$ cat config.mk
export PLATFORM = sky130hd
export DESIGN_NAME = pcc_fifo
export DESIGN_NICKNAME = d
export VERILOG_FILES = /design/src/rtl/pairwise_column_correlation_assert.svh /design/src/rtl/pcc_pkg.sv /design/src/rtl/pcc_fifo.sv
export SDC_FILE = /design/constraint.sdc
export NUM_CORES = 1
export LEC_CHECK = 0
export ABC_AREA = 1
export BUFFER_PORTS_ARGS = -buffer_cell sky130_fd_sc_hd__buf_4
export CORE_UTILIZATION = 29
export CTS_CLUSTER_SIZE = 14
export DETAILED_ROUTE_END_ITERATION = 8
export GPL_TIMING_DRIVEN = 0
export PLACE_DENSITY = 0.59
export SLEW_MARGIN = 0
export SYNTH_ARGS = -nofsm -noshare
export SYNTH_HDL_FRONTEND = slang
export SYNTH_SLANG_ARGS = --single-unit
$ cat constraint.sdc
create_clock -name i_clk -period 21.5 [get_ports i_clk]
set_input_delay 2.15 -clock i_clk [delete_from_list [all_inputs] [get_ports i_clk]]
set_output_delay 2.15 -clock i_clk [all_outputs]
set_load 0.005 [all_outputs]
$ cat src/rtl/pairwise_column_correlation_assert.svh
// Assertion helpers for the correlation block.
`ifndef PAIRWISE_COLUMN_CORRELATION_ASSERT_SVH
`define PAIRWISE_COLUMN_CORRELATION_ASSERT_SVH

// same-cycle implication
`define PCC_ASSERT_NOW(lbl, ante, cons) \
    lbl: assert property (@(posedge i_clk) disable iff (!i_rst_n) (ante) |-> (cons)) \
        else $error("pcc check failed");

// next-cycle implication
`define PCC_ASSERT_NEXT(lbl, ante, cons) \
    lbl: assert property (@(posedge i_clk) disable iff (!i_rst_n) (ante) |=> (cons)) \
        else $error("pcc check failed");

`endif

$ cat src/rtl/pcc_pkg.sv
package pcc_pkg;

    localparam int MaxRows   = 4096;
    localparam int SampleW   = 16;
    localparam int CntW      = 13;
    localparam int SumW      = 28;
    localparam int SqW       = 44;
    localparam int ColW      = 16;
    localparam int CorrW     = 16;
    localparam int MulW      = 64;
    localparam int ChunkW    = 16;
    localparam int ChunkCnt  = MulW / ChunkW;
    localparam int ProdW     = 2 * MulW;
    localparam int SrchW     = 148;
    localparam int MagBits   = 16;
    localparam int FifoDepth = 2;

    // column snapshot handed from the accumulator to the engine
    typedef struct packed {
        logic [CntW-1:0]        n;
        logic signed [SumW-1:0] sx;
        logic signed [SumW-1:0] sy;
        logic [SqW-1:0]         sxx;
        logic [SqW-1:0]         syy;
        logic signed [SqW-1:0]  sxy;
        logic [ColW-1:0]        col;
    } t_snap;

    // request to the shared multiplier
    typedef struct packed {
        logic            start;
        logic [MulW-1:0] a;
        logic [MulW-1:0] b;
    } t_mul_req;

endpackage

$ cat src/rtl/pcc_fifo.sv
// Two-entry snapshot queue between accumulator and engine.
module pcc_fifo import pcc_pkg::*; (
    input  logic  i_clk,
    input  logic  i_rst_n,
    input  logic  i_push,
    input  t_snap i_data,
    input  logic  i_pop,
    output t_snap o_data,
    output logic  o_full,
    output logic  o_empty
);

    localparam int PtrW = $clog2(FifoDepth);

    t_snap           r_mem [FifoDepth];
    logic [PtrW-1:0] r_wr;
    logic [PtrW-1:0] r_rd;
    logic [PtrW:0]   r_cnt;

    assign o_full  = (r_cnt == (PtrW+1)'(FifoDepth));
    assign o_empty = (r_cnt == '0);
    assign o_data  = r_mem[r_rd];

    always_ff @(posedge i_clk) begin
        if (i_push) begin
            r_mem[r_wr] <= i_data;
        end
    end

    always_ff @(posedge i_clk) begin
        if (!i_rst_n) begin
            r_wr  <= '0;
            r_rd  <= '0;
            r_cnt <= '0;
        end else begin
            if (i_push) begin
                r_wr <= r_wr + PtrW'(1);
            end
            if (i_pop) begin
                r_rd <= r_rd + PtrW'(1);
            end
            case ({i_push, i_pop})
                2'b10:   r_cnt <= r_cnt + (PtrW+1)'(1);
                2'b01:   r_cnt <= r_cnt - (PtrW+1)'(1);
                default: r_cnt <= r_cnt;
            endcase
        end
    end

endmodule

==> run metrics <==
Hold Path Class register to register; met1 Use GR 13.3%; startpoint types register; first-pass GRT wire length 52600 um; number of buffers added for setup after CTS 0; initial antenna violation count 0; # diodes 0; DRT antenna net count 0; worst clock skew 0.0149 ns; Int Power 1570 uW; Resize count post-CTS 0; area added between synthesis and finish 35.7%; pwr dens 89.3 nW/um2; Routed WL 36900 um; critical path arrival 1.99 ns; Final Setup Violations 0; WS Path Type register to output port; Seq pwr share 50.4%; CTS tree yes; number of global-route vias before repair 8719; Die X 240 um; Clk network pwr share 38.8%; Crit Path Max Fanout 10; VDD IR max 0.0639 mV; core area 55500 um2; largest net degree at the start of global routing 111; M2 GR Usage 21.0%; syn avg cell area 23.1 um2; Filler cells 5162; routability cong. 0.722; Yosys warning count 0; largest family of logic cells by synthesized area multiplexers; FMAX 0.241 GHz; Synth Net Count 932; Seq/Total Area, Yosys 80.0%; clock period minus worst slack 4.14 ns; RSZ-0062 raised after global routing no; DR pass1 iterations 4; worst r2r src r_wr$_SDFFE_PN0P_; Critical Path RT 19.35 ns; Fin. Hold Viols 0; crit end category output port; Crit Reg-Reg Endpoint r_mem[0][136]$_DFFE_PP_; Worst-Margin Slew 0.941 ns; max-cap viol count 0; gr busiest metal met2; number of port buffers 439; clock transition at the registers of the reported paths 0.06 ns; DPL Wire Length 25000 um; Adder-Cell Fraction of Synth Area 0.0762%; clock sink count 439; cells after synthesis 710; Slew HR 37.3%; total leakage power 0.00853 uW; Die H 240 um; total number of H-tree levels 2; simple-gate share of the synthesized area 0.496%; cts bufs inserted 48; root buffer cell clkbuf_16; clock latency at the later pin of the worst-skew pair 0.57 ns; hold slack 0.501 ns; number of DRC markers in iteration 0 307; Util after Layout 40.1%; post-synthesis register bit count 439; die area 57500 um2; mux cell area share after synthesis 17.9%; Max clock buf depth 3; Sw Share 21.2%; # nets final 1429; footprint of the multi-input gates 3040 um2; setup_tns 0 ns; met3 Usage GRT 5.45%; register area 13100 um2; Via Count 8243; crit path to o_data[129]; Starting Density 29.6%; grt total ovfl 0; Combinational Power Share 10.9%; Compound-Gate Fraction of Synth Area 0.0610%; sw power 421 uW; vias per cell 4.15; Ports 440; R2R setup slack 19.12 ns; fraction of layout cells with a size suffix above 1 60.6%; CTS Hold Bufs 0; Max Slew Vio Count 0; XOR/XNOR Fraction of Synth Area 0%; DRC Markers 0; FF-to-FF path depth 5; status completed; Final period util 19.3%; wire length per cell 18.6 um; mapped cell area 16400 um2; post-synth cell types 13; row count 86; Tot GR Track Use 12.2%
[cells by family (layout without fill, tap and decap cells)]
family	after synthesis	after routing
flops	439	439
mux	217	217
buf+inv	30	559
compound gates	2	2
simple gates	21	21
fa+ha+maj	1	1
[power groups by stage]
| stage | Clock, uW | Sequential [uW] | Combinational, uW |
|---|---|---|---|
| 6_report | 771 | 1000 | 217 |
| 5_1_grt | 830 | 1010 | 233 |
| 2_1_floorplan | 0 | 1030 | 95.6 |
| 4_1_cts | 797 | 1000 | 223 |
| 3_3_place_gp | 0 | 1040 | 214 |
| 3_5_place_dp | 0 | 1020 | 222 |
[registers in the layout (all words and copies together) (netlist names), named ones only]
signal / flops
r_cnt: 2
r_mem: 434
r_rd: 1
r_wr: 1
[cell usage after synthesis, drive strengths merged]
cell type,n,area share [%]
mux2,217,18
a21oi,1,0.030
nand4,1,0.038
o21ai,1,0.030
inv,6,0.14
buf,24,1.3
edfxtp,434,79
nand2,8,0.18
ha,1,0.076
dfxtp,5,0.61
nor2,12,0.27
[area by class of cell]
cell class              count  share of cell area [%]
flip-flops and latches    439                    59.0
repair buffers            447                    15.5
multi-input cells         241                    13.7
clock buffers              61                    5.71
well taps                 748                    4.20
plain buffers              24                   0.989
clock inverters            21                   0.798
inverters                   6                   0.135
[cells in the final DEF, fill, tap and decap left out, types with 5 or more instances in the layout]
master | synthesis | layout
buf_12 | 0 | 7
buf_2 | 8 | 8
buf_4 | 0 | 439
buf_6 | 16 | 16
clkbuf_1 | 0 | 12
clkbuf_16 | 0 | 49
clkinv_1 | 0 | 9
clkinv_2 | 0 | 6
dfxtp_1 | 5 | 5
edfxtp_1 | 434 | 434
inv_1 | 6 | 5
mux2_2 | 87 | 87
mux2_4 | 130 | 130
nand2_1 | 8 | 8
nor2_1 | 12 | 11
[critical path, stage by stage (launching register included)]
cell and delay [ns]:
dfxtp_1 0.32, buf_6 0.16, buf_6 0.23, buf_6 0.23
mux2_4 0.32, buf_4 0.16
[per-layer routing]
metal  part of all wire (%)  vias to the layer above
met5                      0                        -
met4                    2.2                        0
met3                     10                       57
met2                     51                      280
met1                     37                     4098
li1                       -                     3808
[worst min-delay path by stage]
stage / start / end / slack, ns / cells after the start
after detailed placement: r_rd$_SDFFE_PN0P_ / register / 0.48 / 2
after floorplan: r_rd$_SDFFE_PN0P_ / register / 0.46 / 2
final: r_rd$_SDFFE_PN0P_ / register / 0.50 / 2
after global placement: r_rd$_SDFFE_PN0P_ / register / 0.48 / 2
after global routing: r_rd$_SDFFE_PN0P_ / register / 0.55 / 2
after CTS: r_rd$_SDFFE_PN0P_ / register / 0.51 / 2
[through the flow]
step,instances,power [uW],area [um2],setup WS [ns]
2_1_floorplan,710,1130,16400,9.40
3_3_place_gp,1897,1250,20600,3.17
3_5_place_dp,1905,1240,20800,17.12
4_1_cts,1987,2020,22300,17.23
5_1_grt,1987,2070,22300,17.22
6_report,1987,1990,22300,17.36
Note: power is estimated with default switching activity, not from simulation.
