File: config.mk
export PLATFORM = sky130hd
export DESIGN_NAME = pcc_mul
export DESIGN_NICKNAME = d
export VERILOG_FILES = /design/src/rtl/pairwise_column_correlation_assert.svh /design/src/rtl/pcc_pkg.sv /design/src/rtl/pcc_mul.sv
export SDC_FILE = /design/constraint.sdc
export NUM_CORES = 2
export LEC_CHECK = 0
export BUFFER_PORTS_ARGS = -buffer_cell sky130_fd_sc_hd__buf_2
export CORE_MARGIN = 4
export CORE_UTILIZATION = 27
export CTS_BUF_LIST = sky130_fd_sc_hd__clkbuf_2
export CTS_CLUSTER_SIZE = 14
export DETAILED_ROUTE_END_ITERATION = 8
export PLACE_DENSITY_LB_ADDON = 0.15
export SYNTH_ARGS = -nofsm -noshare
export SYNTH_HDL_FRONTEND = slang
export SYNTH_SLANG_ARGS = --single-unit
File: constraint.sdc
create_clock -name i_clk -period 23.4 [get_ports i_clk]
set_input_delay 4.68 -clock i_clk [delete_from_list [all_inputs] [get_ports i_clk]]
set_output_delay 4.68 -clock i_clk [all_outputs]
set_load 0.1 [all_outputs]
File: src/rtl/pairwise_column_correlation_assert.svh
// Assertion helpers for the correlation block.
`ifndef PAIRWISE_COLUMN_CORRELATION_ASSERT_SVH
`define PAIRWISE_COLUMN_CORRELATION_ASSERT_SVH

// same-cycle implication
`define PCC_ASSERT_NOW(lbl, ante, cons) \
    lbl: assert property (@(posedge i_clk) disable iff (!i_rst_n) (ante) |-> (cons)) \
        else $error("pcc check failed");

// next-cycle implication
`define PCC_ASSERT_NEXT(lbl, ante, cons) \
    lbl: assert property (@(posedge i_clk) disable iff (!i_rst_n) (ante) |=> (cons)) \
        else $error("pcc check failed");

`endif

File: src/rtl/pcc_pkg.sv
package pcc_pkg;

    localparam int MaxRows   = 4096;
    localparam int SampleW   = 16;
    localparam int CntW      = 13;
    localparam int SumW      = 28;
    localparam int SqW       = 44;
    localparam int ColW      = 16;
    localparam int CorrW     = 16;
    localparam int MulW      = 64;
    localparam int ChunkW    = 16;
    localparam int ChunkCnt  = MulW / ChunkW;
    localparam int ProdW     = 2 * MulW;
    localparam int SrchW     = 148;
    localparam int MagBits   = 16;
    localparam int FifoDepth = 2;

    // column snapshot handed from the accumulator to the engine
    typedef struct packed {
        logic [CntW-1:0]        n;
        logic signed [SumW-1:0] sx;
        logic signed [SumW-1:0] sy;
        logic [SqW-1:0]         sxx;
        logic [SqW-1:0]         syy;
        logic signed [SqW-1:0]  sxy;
        logic [ColW-1:0]        col;
    } t_snap;

    // request to the shared multiplier
    typedef struct packed {
        logic            start;
        logic [MulW-1:0] a;
        logic [MulW-1:0] b;
    } t_mul_req;

endpackage

File: src/rtl/pcc_mul.sv
// 64x64 unsigned multiply, one 64x16 partial product per cycle.
module pcc_mul import pcc_pkg::*; (
    input  logic             i_clk,
    input  logic             i_rst_n,
    input  t_mul_req         i_req,
    output logic             o_done,
    output logic [ProdW-1:0] o_prod
);

    logic [MulW-1:0]        r_a;
    logic [MulW-1:0]        r_b;
    logic [MulW+ChunkW-1:0] r_pp;
    logic [ProdW-1:0]       r_acc;
    logic [2:0]             r_cnt;
    logic                   r_busy;
    logic                   r_done;
    logic [2:0]             w_prev;

    assign w_prev = r_cnt - 3'd1;

    always_ff @(posedge i_clk) begin
        if (!i_rst_n) begin
            r_busy <= 1'b0;
            r_done <= 1'b0;
            r_cnt  <= '0;
        end else begin
            r_done <= 1'b0;
            if (i_req.start) begin
                r_a    <= i_req.a;
                r_b    <= i_req.b;
                r_acc  <= '0;
                r_cnt  <= '0;
                r_busy <= 1'b1;
            end else if (r_busy) begin
                if (r_cnt < 3'(ChunkCnt)) begin
                    r_pp <= r_a * r_b[ChunkW-1:0];
                    r_b  <= r_b >> ChunkW;
                end
                if (r_cnt != 3'd0) begin
                    r_acc <= r_acc + ({{(ProdW-MulW-ChunkW){1'b0}}, r_pp}
                                      << {w_prev, 4'b0000});
                end
                if (r_cnt == 3'(ChunkCnt)) begin
                    r_busy <= 1'b0;
                    r_done <= 1'b1;
                end
                r_cnt <= r_cnt + 3'd1;
            end
        end
    end

    assign o_done = r_done;
    assign o_prod = r_acc;

endmodule

==> run metrics <==
status completed; final instance area 0.05951 mm2; area delta synth->final 8.586%; Critical Path Source Type flip-flop; CTS Buf Count between 100 and 150; post-layout net count 7468; final cycle utilization of the critical path 0.3595; Reg-to-Reg Start r_b[10]; Syn Area/Cell 8.947 um2; dpl hpwl 157800 um; die span in x 458.5 um; DR pass1 iterations 6; sequential share of the synthesized area 0.1859; Synth top area share 0.3167; Max Slew Vio Count 0; Seq cells post-synth 341; cts hold-fix bufs 0; initial antenna violation count 14; H-tree depth 3; CTS tree built; Worst-path clk slew roughly 90 ps; FFs w/ async S/R, synth 0; starting density of the core 0.2712; Hold Fails Final Rpt 0; Req. time, crit path ~24000 ps; GR Overflow Total 0; share of layout cells above drive strength 1 0.09452; CTS root buffer clkbuf_2; synth top area cells fa_1 (32%), edfxtp_1 (18%), inv_1 (6.7%); largest area contributor in the netlist fa_1; Synth cell types 88; first-pass GRT wire length a little over 300000 um; normalized max-slew margin 0.1637; total track usage 0.1901; post-place instance area 0.05855 mm2; latest clock arrival within the worst-skew pair roughly 1500 ps; mapped cell area between 0.05 and 0.06 mm2; R2R Setup Slk 14990 ps; critical path class flip-flop to flip-flop; # Post-CTS Setup Buffers 0; Cells after Synth 6126; Slew @ Worst Pin 1244 ps; Highest Clock Rate approximately 120 MHz; Die Ht 458.5 um; RSZ-0062 raised after global routing false; io pins 260; Syn Nets between 7000 and 8000; critical path peak fanout 49; Worst Reg-to-Reg Cells 23; Core Box Area 0.2021 mm2; hold_sp r_b[26]; worst min path class flip-flop to flip-flop; drt drc 0; routed wire length 201100 um; Wirelength per Cell between 20 and 25 um; cell count of the worst hold path 1; setup TNS 0 ps; endpoints failing setup 0; R2R Path End r_pp[76]; Die ar. 0.2103 mm2; pin count of the biggest net entering global routing 84; port buffer count 259; Ys Warns 0; Post-synth EDFFs between 300 and 400; TritonCTS Sinks 341; DRT iter0 DRCs 2595; routability cong. 0.8853; FP Rows 165; clk buf depth 3; via count approximately 43000; Most used DFF post-synth edfxtp_1; crit path time final approximately 8400 ps; Crit path arrival time 9470 ps; Resized Gates After CTS 0; ANT nets after route 0; number of global-route vias before repair 45943; Via density 4.858; WHS Endpoint r_b[10]; CP endpoint kind flip-flop; maxcap violations 0; Setup Skew 226.9 ps
-- worst max-delay path by stage --
stage                    start  slack (ps)        end  cells past startpoint
floorplan           i_req[128]        8210  o_prod[0]                      4
global placement       r_b[10]       15230   r_pp[65]                     23
detailed placement     r_b[11]       15180   r_pp[76]                     23
CTS                    r_b[10]       14960   r_pp[76]                     23
global route           r_b[10]       14520   r_pp[76]                     23
finish                 r_b[10]       14990   r_pp[76]                     23
-- routing by layer --
layer	routed length, um	share of wire	GRT usage	vias up
li1	-	-	-	19828
met1	93120	0.46	0.2649	22334
met2	94060	0.47	0.3112	1041
met3	8272	0.041	0.02068	227
met4	5633	0.028	0.05588	4
met5	21	0.00010	0	-
-- sequential cells by signal (all words and copies together) (netlist names) --
signal	flops
r_b	64
r_busy	1
o_done	1
o_prod	128
r_cnt	3
r_a	64
r_pp	80
-- placed cells by master, fill, tap and decap left out, types with 18 or more instances in the layout --
cell type and count:
inv_1 975, o31ai_1 43, xnor2_1 104, nand3_1 40, a31oi_1 21, nand2b_1 18, xor2_1 77, o21bai_1 62
nand4_1 92, and3_1 49, o22ai_1 20, nor2b_1 28, or3_1 22, o21a_1 22, mux2_2 73, nor3_1 40
a21o_1 129, and2_1 398, edfxtp_1 336, clkinv_1 20, o21ai_0 187, a22oi_1 21, clkbuf_2 149, nor2_1 312
buf_2 258, fa_1 867, ha_1 281, mux2i_1 80, buf_4 50, nand2_1 939, a21oi_1 330
-- cell type report --
type / instances / area [um2]
fill: 21688 / 142600
clock inverter: 35 / 207.7
clock buffer: 149 / 745.7
sequential: 341 / 10190
multi-input combinational: 4454 / 39670
timing repair buffer: 309 / 1678
inverter: 975 / 3660
tap: 2672 / 3343
antenna: 5 / 12.51
-- worst max-delay path: stages (launching register included) --
cell and delay (ps):
edfxtp_1 710, buf_4 730, nand2_1 180, fa_1 590, inv_1 60, fa_1 550
fa_1 440, fa_1 460, fa_1 510, inv_1 50, fa_1 470, inv_1 40
ha_1 390, and3_1 240, and2_1 160, nand2_1 80, a2111o_1 310, a21oi_1 390
a21boi_0 170, o211ai_1 460, a21oi_1 290, o31a_1 350, o21bai_1 160, xor2_1 90
-- kinds of logic (layout without fill, tap and decap cells) --
group | after synthesis | count (layout) | synth area share
xor gates and xnor gates | 183 | 183 | 0.02924
buffers and inverters | 1331 | 1468 | 0.09157
other | 0 | 5 | 0
and+or+nand+nor | 1989 | 1989 | 0.1696
AOI/OAI and AO/OA | 979 | 979 | 0.1128
adders and majority gates | 1149 | 1149 | 0.3811
DFF | 341 | 341 | 0.1859
muxes | 154 | 154 | 0.02981
-- per-stage QoR --
step                setup slack, ps  hold WS (ps)  instances  utilization
floorplan                      8208         487.1       6126            -
global placement              15230         518.4       8751       0.2897
detailed placement            15180         524.9       8751       0.2897
CTS                           14960         495.5       8935       0.2944
global route                  14520         549.1       8938       0.2944
finish                        14990         482.4       8940       0.2945
-- Yosys cell counts (7+ instances only) --
cell      count
a211oi_1     13
a21boi_0     12
a21o_1      129
a21oi_1     330
a22o_1       15
a22oi_1      21
a31oi_1      21
and2_1      399
and3_1       49
and4_1        8
buf_1        17
buf_2         9
clkbuf_1    327
edfxtp_1    336
fa_1        867
ha_1        282
inv_1       975
mux2_2       73
mux2i_1      80
nand2_1     939
nand2b_1     18
nand3_1      40
nand4_1      92
nor2_1      313
nor2b_1      29
nor3_1       40
nor4_1       11
o211ai_1     16
o21a_1       22
o21ai_0     187
o21ai_1      11
o21bai_1     62
o22ai_1      20
o31ai_1      43
or3_1        22
or4_1         7
xnor2_1     105
xor2_1       78
Power is left out: the tool's default activity adds up to more than one toggle a clock period on the data nets, which glitch-free logic cannot reach.
