==> src/rtl/pairwise_column_correlation_assert.svh <==
// Assertion helpers for the correlation block.
`ifndef PAIRWISE_COLUMN_CORRELATION_ASSERT_SVH
`define PAIRWISE_COLUMN_CORRELATION_ASSERT_SVH

// same-cycle implication
`define PCC_ASSERT_NOW(lbl, ante, cons) \
    lbl: assert property (@(posedge i_clk) disable iff (!i_rst_n) (ante) |-> (cons)) \
        else $error("pcc check failed");

// next-cycle implication
`define PCC_ASSERT_NEXT(lbl, ante, cons) \
    lbl: assert property (@(posedge i_clk) disable iff (!i_rst_n) (ante) |=> (cons)) \
        else $error("pcc check failed");

`endif

==> src/rtl/pcc_pkg.sv <==
package pcc_pkg;

    localparam int MaxRows   = 4096;
    localparam int SampleW   = 16;
    localparam int CntW      = 13;
    localparam int SumW      = 28;
    localparam int SqW       = 44;
    localparam int ColW      = 16;
    localparam int CorrW     = 16;
    localparam int MulW      = 64;
    localparam int ChunkW    = 16;
    localparam int ChunkCnt  = MulW / ChunkW;
    localparam int ProdW     = 2 * MulW;
    localparam int SrchW     = 148;
    localparam int MagBits   = 16;
    localparam int FifoDepth = 2;

    // column snapshot handed from the accumulator to the engine
    typedef struct packed {
        logic [CntW-1:0]        n;
        logic signed [SumW-1:0] sx;
        logic signed [SumW-1:0] sy;
        logic [SqW-1:0]         sxx;
        logic [SqW-1:0]         syy;
        logic signed [SqW-1:0]  sxy;
        logic [ColW-1:0]        col;
    } t_snap;

    // request to the shared multiplier
    typedef struct packed {
        logic            start;
        logic [MulW-1:0] a;
        logic [MulW-1:0] b;
    } t_mul_req;

endpackage

==> src/rtl/pcc_front.sv <==
// Row accumulator: one sample pair per cycle while the queue has room, emits a snapshot per column.
module pcc_front import pcc_pkg::*; (
    input  logic               i_clk,
    input  logic               i_rst_n,
    input  logic               i_valid,
    input  logic [SampleW-1:0] i_x,
    input  logic [SampleW-1:0] i_y,
    input  logic               i_last,
    input  logic               i_full,
    output logic               o_ready,
    output logic               o_push,
    output t_snap              o_snap
);

    logic [CntW-1:0]        r_cnt;
    logic signed [SumW-1:0] r_sx;
    logic signed [SumW-1:0] r_sy;
    logic [SqW-1:0]         r_sxx;
    logic [SqW-1:0]         r_syy;
    logic signed [SqW-1:0]  r_sxy;
    logic [ColW-1:0]        r_col;

    logic [CntW-1:0]          n_cnt;
    logic signed [SumW-1:0]   n_sx;
    logic signed [SumW-1:0]   n_sy;
    logic [SqW-1:0]           n_sxx;
    logic [SqW-1:0]           n_syy;
    logic signed [SqW-1:0]    n_sxy;
    logic signed [2*SampleW-1:0] w_xx;
    logic signed [2*SampleW-1:0] w_yy;
    logic signed [2*SampleW-1:0] w_xy;
    logic                     w_acc;
    logic                     w_close;

    assign o_ready = !i_full;
    assign w_acc   = i_valid && o_ready;

    assign w_xx = $signed(i_x) * $signed(i_x);
    assign w_yy = $signed(i_y) * $signed(i_y);
    assign w_xy = $signed(i_x) * $signed(i_y);

    assign n_cnt = r_cnt + CntW'(1);
    assign n_sx  = r_sx + SumW'($signed(i_x));
    assign n_sy  = r_sy + SumW'($signed(i_y));
    assign n_sxx = r_sxx + {{(SqW-2*SampleW){1'b0}}, w_xx};
    assign n_syy = r_syy + {{(SqW-2*SampleW){1'b0}}, w_yy};
    assign n_sxy = r_sxy + SqW'(w_xy);

    // a column also closes when it hits the row limit
    assign w_close = w_acc && (i_last || n_cnt == CntW'(MaxRows));

    assign o_push     = w_close;
    assign o_snap.n   = n_cnt;
    assign o_snap.sx  = n_sx;
    assign o_snap.sy  = n_sy;
    assign o_snap.sxx = n_sxx;
    assign o_snap.syy = n_syy;
    assign o_snap.sxy = n_sxy;
    assign o_snap.col = r_col;

    always_ff @(posedge i_clk) begin
        if (!i_rst_n) begin
            r_cnt <= '0;
            r_sx  <= '0;
            r_sy  <= '0;
            r_sxx <= '0;
            r_syy <= '0;
            r_sxy <= '0;
            r_col <= '0;
        end else if (w_close) begin
            r_cnt <= '0;
            r_sx  <= '0;
            r_sy  <= '0;
            r_sxx <= '0;
            r_syy <= '0;
            r_sxy <= '0;
            r_col <= r_col + ColW'(1);
        end else if (w_acc) begin
            r_cnt <= n_cnt;
            r_sx  <= n_sx;
            r_sy  <= n_sy;
            r_sxx <= n_sxx;
            r_syy <= n_syy;
            r_sxy <= n_sxy;
        end
    end

endmodule

==> config.mk <==
export PLATFORM = sky130hd
export DESIGN_NAME = pcc_front
export DESIGN_NICKNAME = d
export VERILOG_FILES = /design/src/rtl/pairwise_column_correlation_assert.svh /design/src/rtl/pcc_pkg.sv /design/src/rtl/pcc_front.sv
export SDC_FILE = /design/constraint.sdc
export NUM_CORES = 2
export LEC_CHECK = 0
export BUFFER_PORTS_ARGS = -buffer_cell sky130_fd_sc_hd__buf_2
export CAP_MARGIN = 10
export CORE_UTILIZATION = 44
export DETAILED_ROUTE_END_ITERATION = 6
export HOLD_SLACK_MARGIN = 0.06
export PLACE_DENSITY_LB_ADDON = 0.1
export SLEW_MARGIN = 10
export SYNTH_ARGS = -nofsm -noshare
export SYNTH_HDL_FRONTEND = slang
export SYNTH_SLANG_ARGS = --single-unit
==> constraint.sdc <==
create_clock -name i_clk -period 28.7 [get_ports i_clk]
set_clock_uncertainty 0.2 [all_clocks]
set_input_delay 2.87 -clock i_clk [delete_from_list [all_inputs] [get_ports i_clk]]
set_output_delay 2.87 -clock i_clk [all_outputs]
set_load 0.05 [all_outputs]
==> flow_metrics.py <==
metrics = {
    "outcome": {
        "status": "completed",
    },
    "logic_synthesis": {
        "synth_cell_types": 75,
        "synthTopCellsByArea": "fa_1 (37%), ha_1 (12%), dfxtp_1 (9.8%), inv_1 (8.6%), nand2_1 (5.6%)",
        "synth_top_cell_by_area": "fa_1",
        "synth_nets": 6393,
        "synth_edf_count": 0,
        "synth_seq_cells": 217,
        "syn_area_mm2": 0.0443,
        "seq_area_frac_synth": 0.0980,
        "yosysTopAreaCellShare": 0.371,
        "avgSynthCellArea_um2": 8.66,
        "synth_cells": 5117,
        "yosys_warnings": 0,
        "synthFlopType": "dfxtp_1",
        "async_flop_share": 0,
    },
    "final_layout": {
        "final_common_cell": "inv_1",
        "layout_common_cells": "inv_1 (1,016), fa_1 (822), nand2_1 (665)",
        "area_growth_syn_to_layout_pct": 8.41,
        "nets": 6530,
        "drive_gt1_frac": 0.0744,
    },
    "setup_path": {
        "cpPeakStageDelay_ns": 0.83,
        "crit_type": "input pin to primary output",
        "cp_max_fo": 18,
        "required_ns": 25.63,
        "cp-start-kind": "input pin",
        "crit_path_frequent_cell": "fa_1",
        "cp.arrival_ns": 13.02,
        "cp_slowest_cell": "o311ai_0",
        "cp-end-kind": "primary output",
    },
    "cts": {
        "clockRootBuffer": "clkbuf_16",
        "numCtsBuffers": 34,
        "clock_path_buffers": 3,
        "postCtsSetupBuffers": 0,
        "htreeDepth": 2,
        "holdBufCountCts": 0,
        "cts.sinks": 217,
        "cts-resized-gates": 0,
        "cts.clk_slew.worst_paths_ns": 0.06,
        "clock_latency_ns": 0.60,
        "tritoncts": "yes",
    },
    "run": {
        "max_cap_violations": 0,
    },
    "floorplanning": {
        "initial_core_util": 0.443,
        "dieArea_mm2": 0.102,
        "rows": 116,
        "io_pins": 256,
        "die_x_um": 319,
        "coreArea_mm2": 0.100,
        "die_h_um": 319,
    },
    "global_routing": {
        "grt_max_degree": 174,
        "grt_pass1_vias": 35473,
        "antenna_found_initial": 5,
        "grt_use_total": 0.252,
        "grt_pass1_wl_um": 201000,
        "grt_overflow": 0,
        "busiest_layer": "met2",
        "grt_use_met3": 0.0617,
        "use_met2": 0.413,
        "grt_util_met1": 0.343,
    },
    "routing": {
        "drc_errors": 0,
        "wl_per_cell_um": 19.0,
        "vias_per_cell": 5.17,
        "drtAntennaViolNets": 0,
        "dr.pass1.iters": 6,
        "num_vias": 34005,
        "wl_um": 125000,
        "drtIter0Drc": 1820,
    },
    "sta": {
        "finalHoldViolations": 0,
        "setup_tns_ns": 0,
        "finalSetupViolations": 0,
        "final_max_slew_viol_count": 0,
        "fin_crit_ns": 16.09,
        "fmax_ghz": 0.0621,
        "relSlewSlack": 0.191,
        "min_period_over_period": 0.561,
        "worst_pin_slew_ns": 1.20,
        "rsz0062_at_grt": "false",
    },
    "place": {
        "io_buffers": 255,
        "dpl.hpwl_um": 96200,
        "gp_congestion": 0.910,
    },
    "min_path": {
        "hold_path_class": "flip-flop to flip-flop",
    },
}
per-layer routing:
metal | share of wire | up-vias
met5 | 0.00030 | -
met2 | 0.47 | 736
met4 | 0.012 | 6
li1 | - | 16219
met1 | 0.45 | 16932
met3 | 0.073 | 112
sequential cells by signal (all words and copies together), names as in the netlist:
signal,count
r_sxx,44
r_sx,28
r_col,16
r_cnt,13
r_sy,28
r_syy,44
r_sxy,44
final cells by class:
class	count	area, µm²
tap	1298	1620
fill	9855	52000
inverter	1027	3850
clock inverter	13	215
clock buffer	48	983
timing repair buffer	300	1640
antenna	1	2.50
sequential	217	4340
multi-input combinational	3674	35400
path summary, 6_finish.rpt:
kind | start | to | slack [ns] | cells past startpoint
worst max-delay path | i_x[15] | o_snap[146] | 12.61 | 31
worst min-delay path | r_sx[18] | r_sx[18] | 0.25 | 2
worst max register to register | r_sxy[8] | r_sxy[37] | 22.33 | 19
worst min register to register | r_sx[18] | r_sx[18] | 0.25 | 2
synth_stat cells (22+ instances only):
master,count
xor2_1,95
o21ai_0,94
dfxtp_1,217
nor3_1,60
nand4_1,38
a21oi_1,312
o21bai_1,34
o21a_1,27
nor2b_1,26
nand2_1,666
ha_1,417
or3_1,22
nand2b_1,27
fa_1,822
nor2_1,265
clkbuf_1,171
xnor2_1,223
and3_1,22
a21o_1,99
inv_1,1016
and2_1,146
nand3_1,66
cells by family after synthesis:
family | share of synthesized area
simple gates | 0.140
fa+ha+maj | 0.489
buf+inv | 0.104
compound gates | 0.103
xor+xnor | 0.0628
flops | 0.0980
mux | 0.00186
worst max-delay path, delay by kind of cell:
family,cells,cell delay [ns]
adder cells (fa/ha/maj),8,3.76
buffers and inverters,6,1.44
AO/OA/AOI/OAI,9,2.95
XOR/XNOR,2,0.63
AND/OR/NAND/NOR,6,1.34
through the flow:
step	worst slack, ns	instances	hold WS, ns	util	instance area (µm²)
6_report	12.61	6578	0.252	0.480	48000
5_1_grt	12.05	6577	0.268	0.480	48000
4_1_cts	12.59	6577	0.256	0.480	48000
3_5_place_dp	12.62	6516	0.248	0.468	46800
3_3_place_gp	12.78	6515	0.244	0.468	46800
2_1_floorplan	14.31	5117	0.236	-	44300
Power is left out: the tool's default activity adds up to more than one toggle a clock period on the data nets, which glitch-free logic cannot reach.
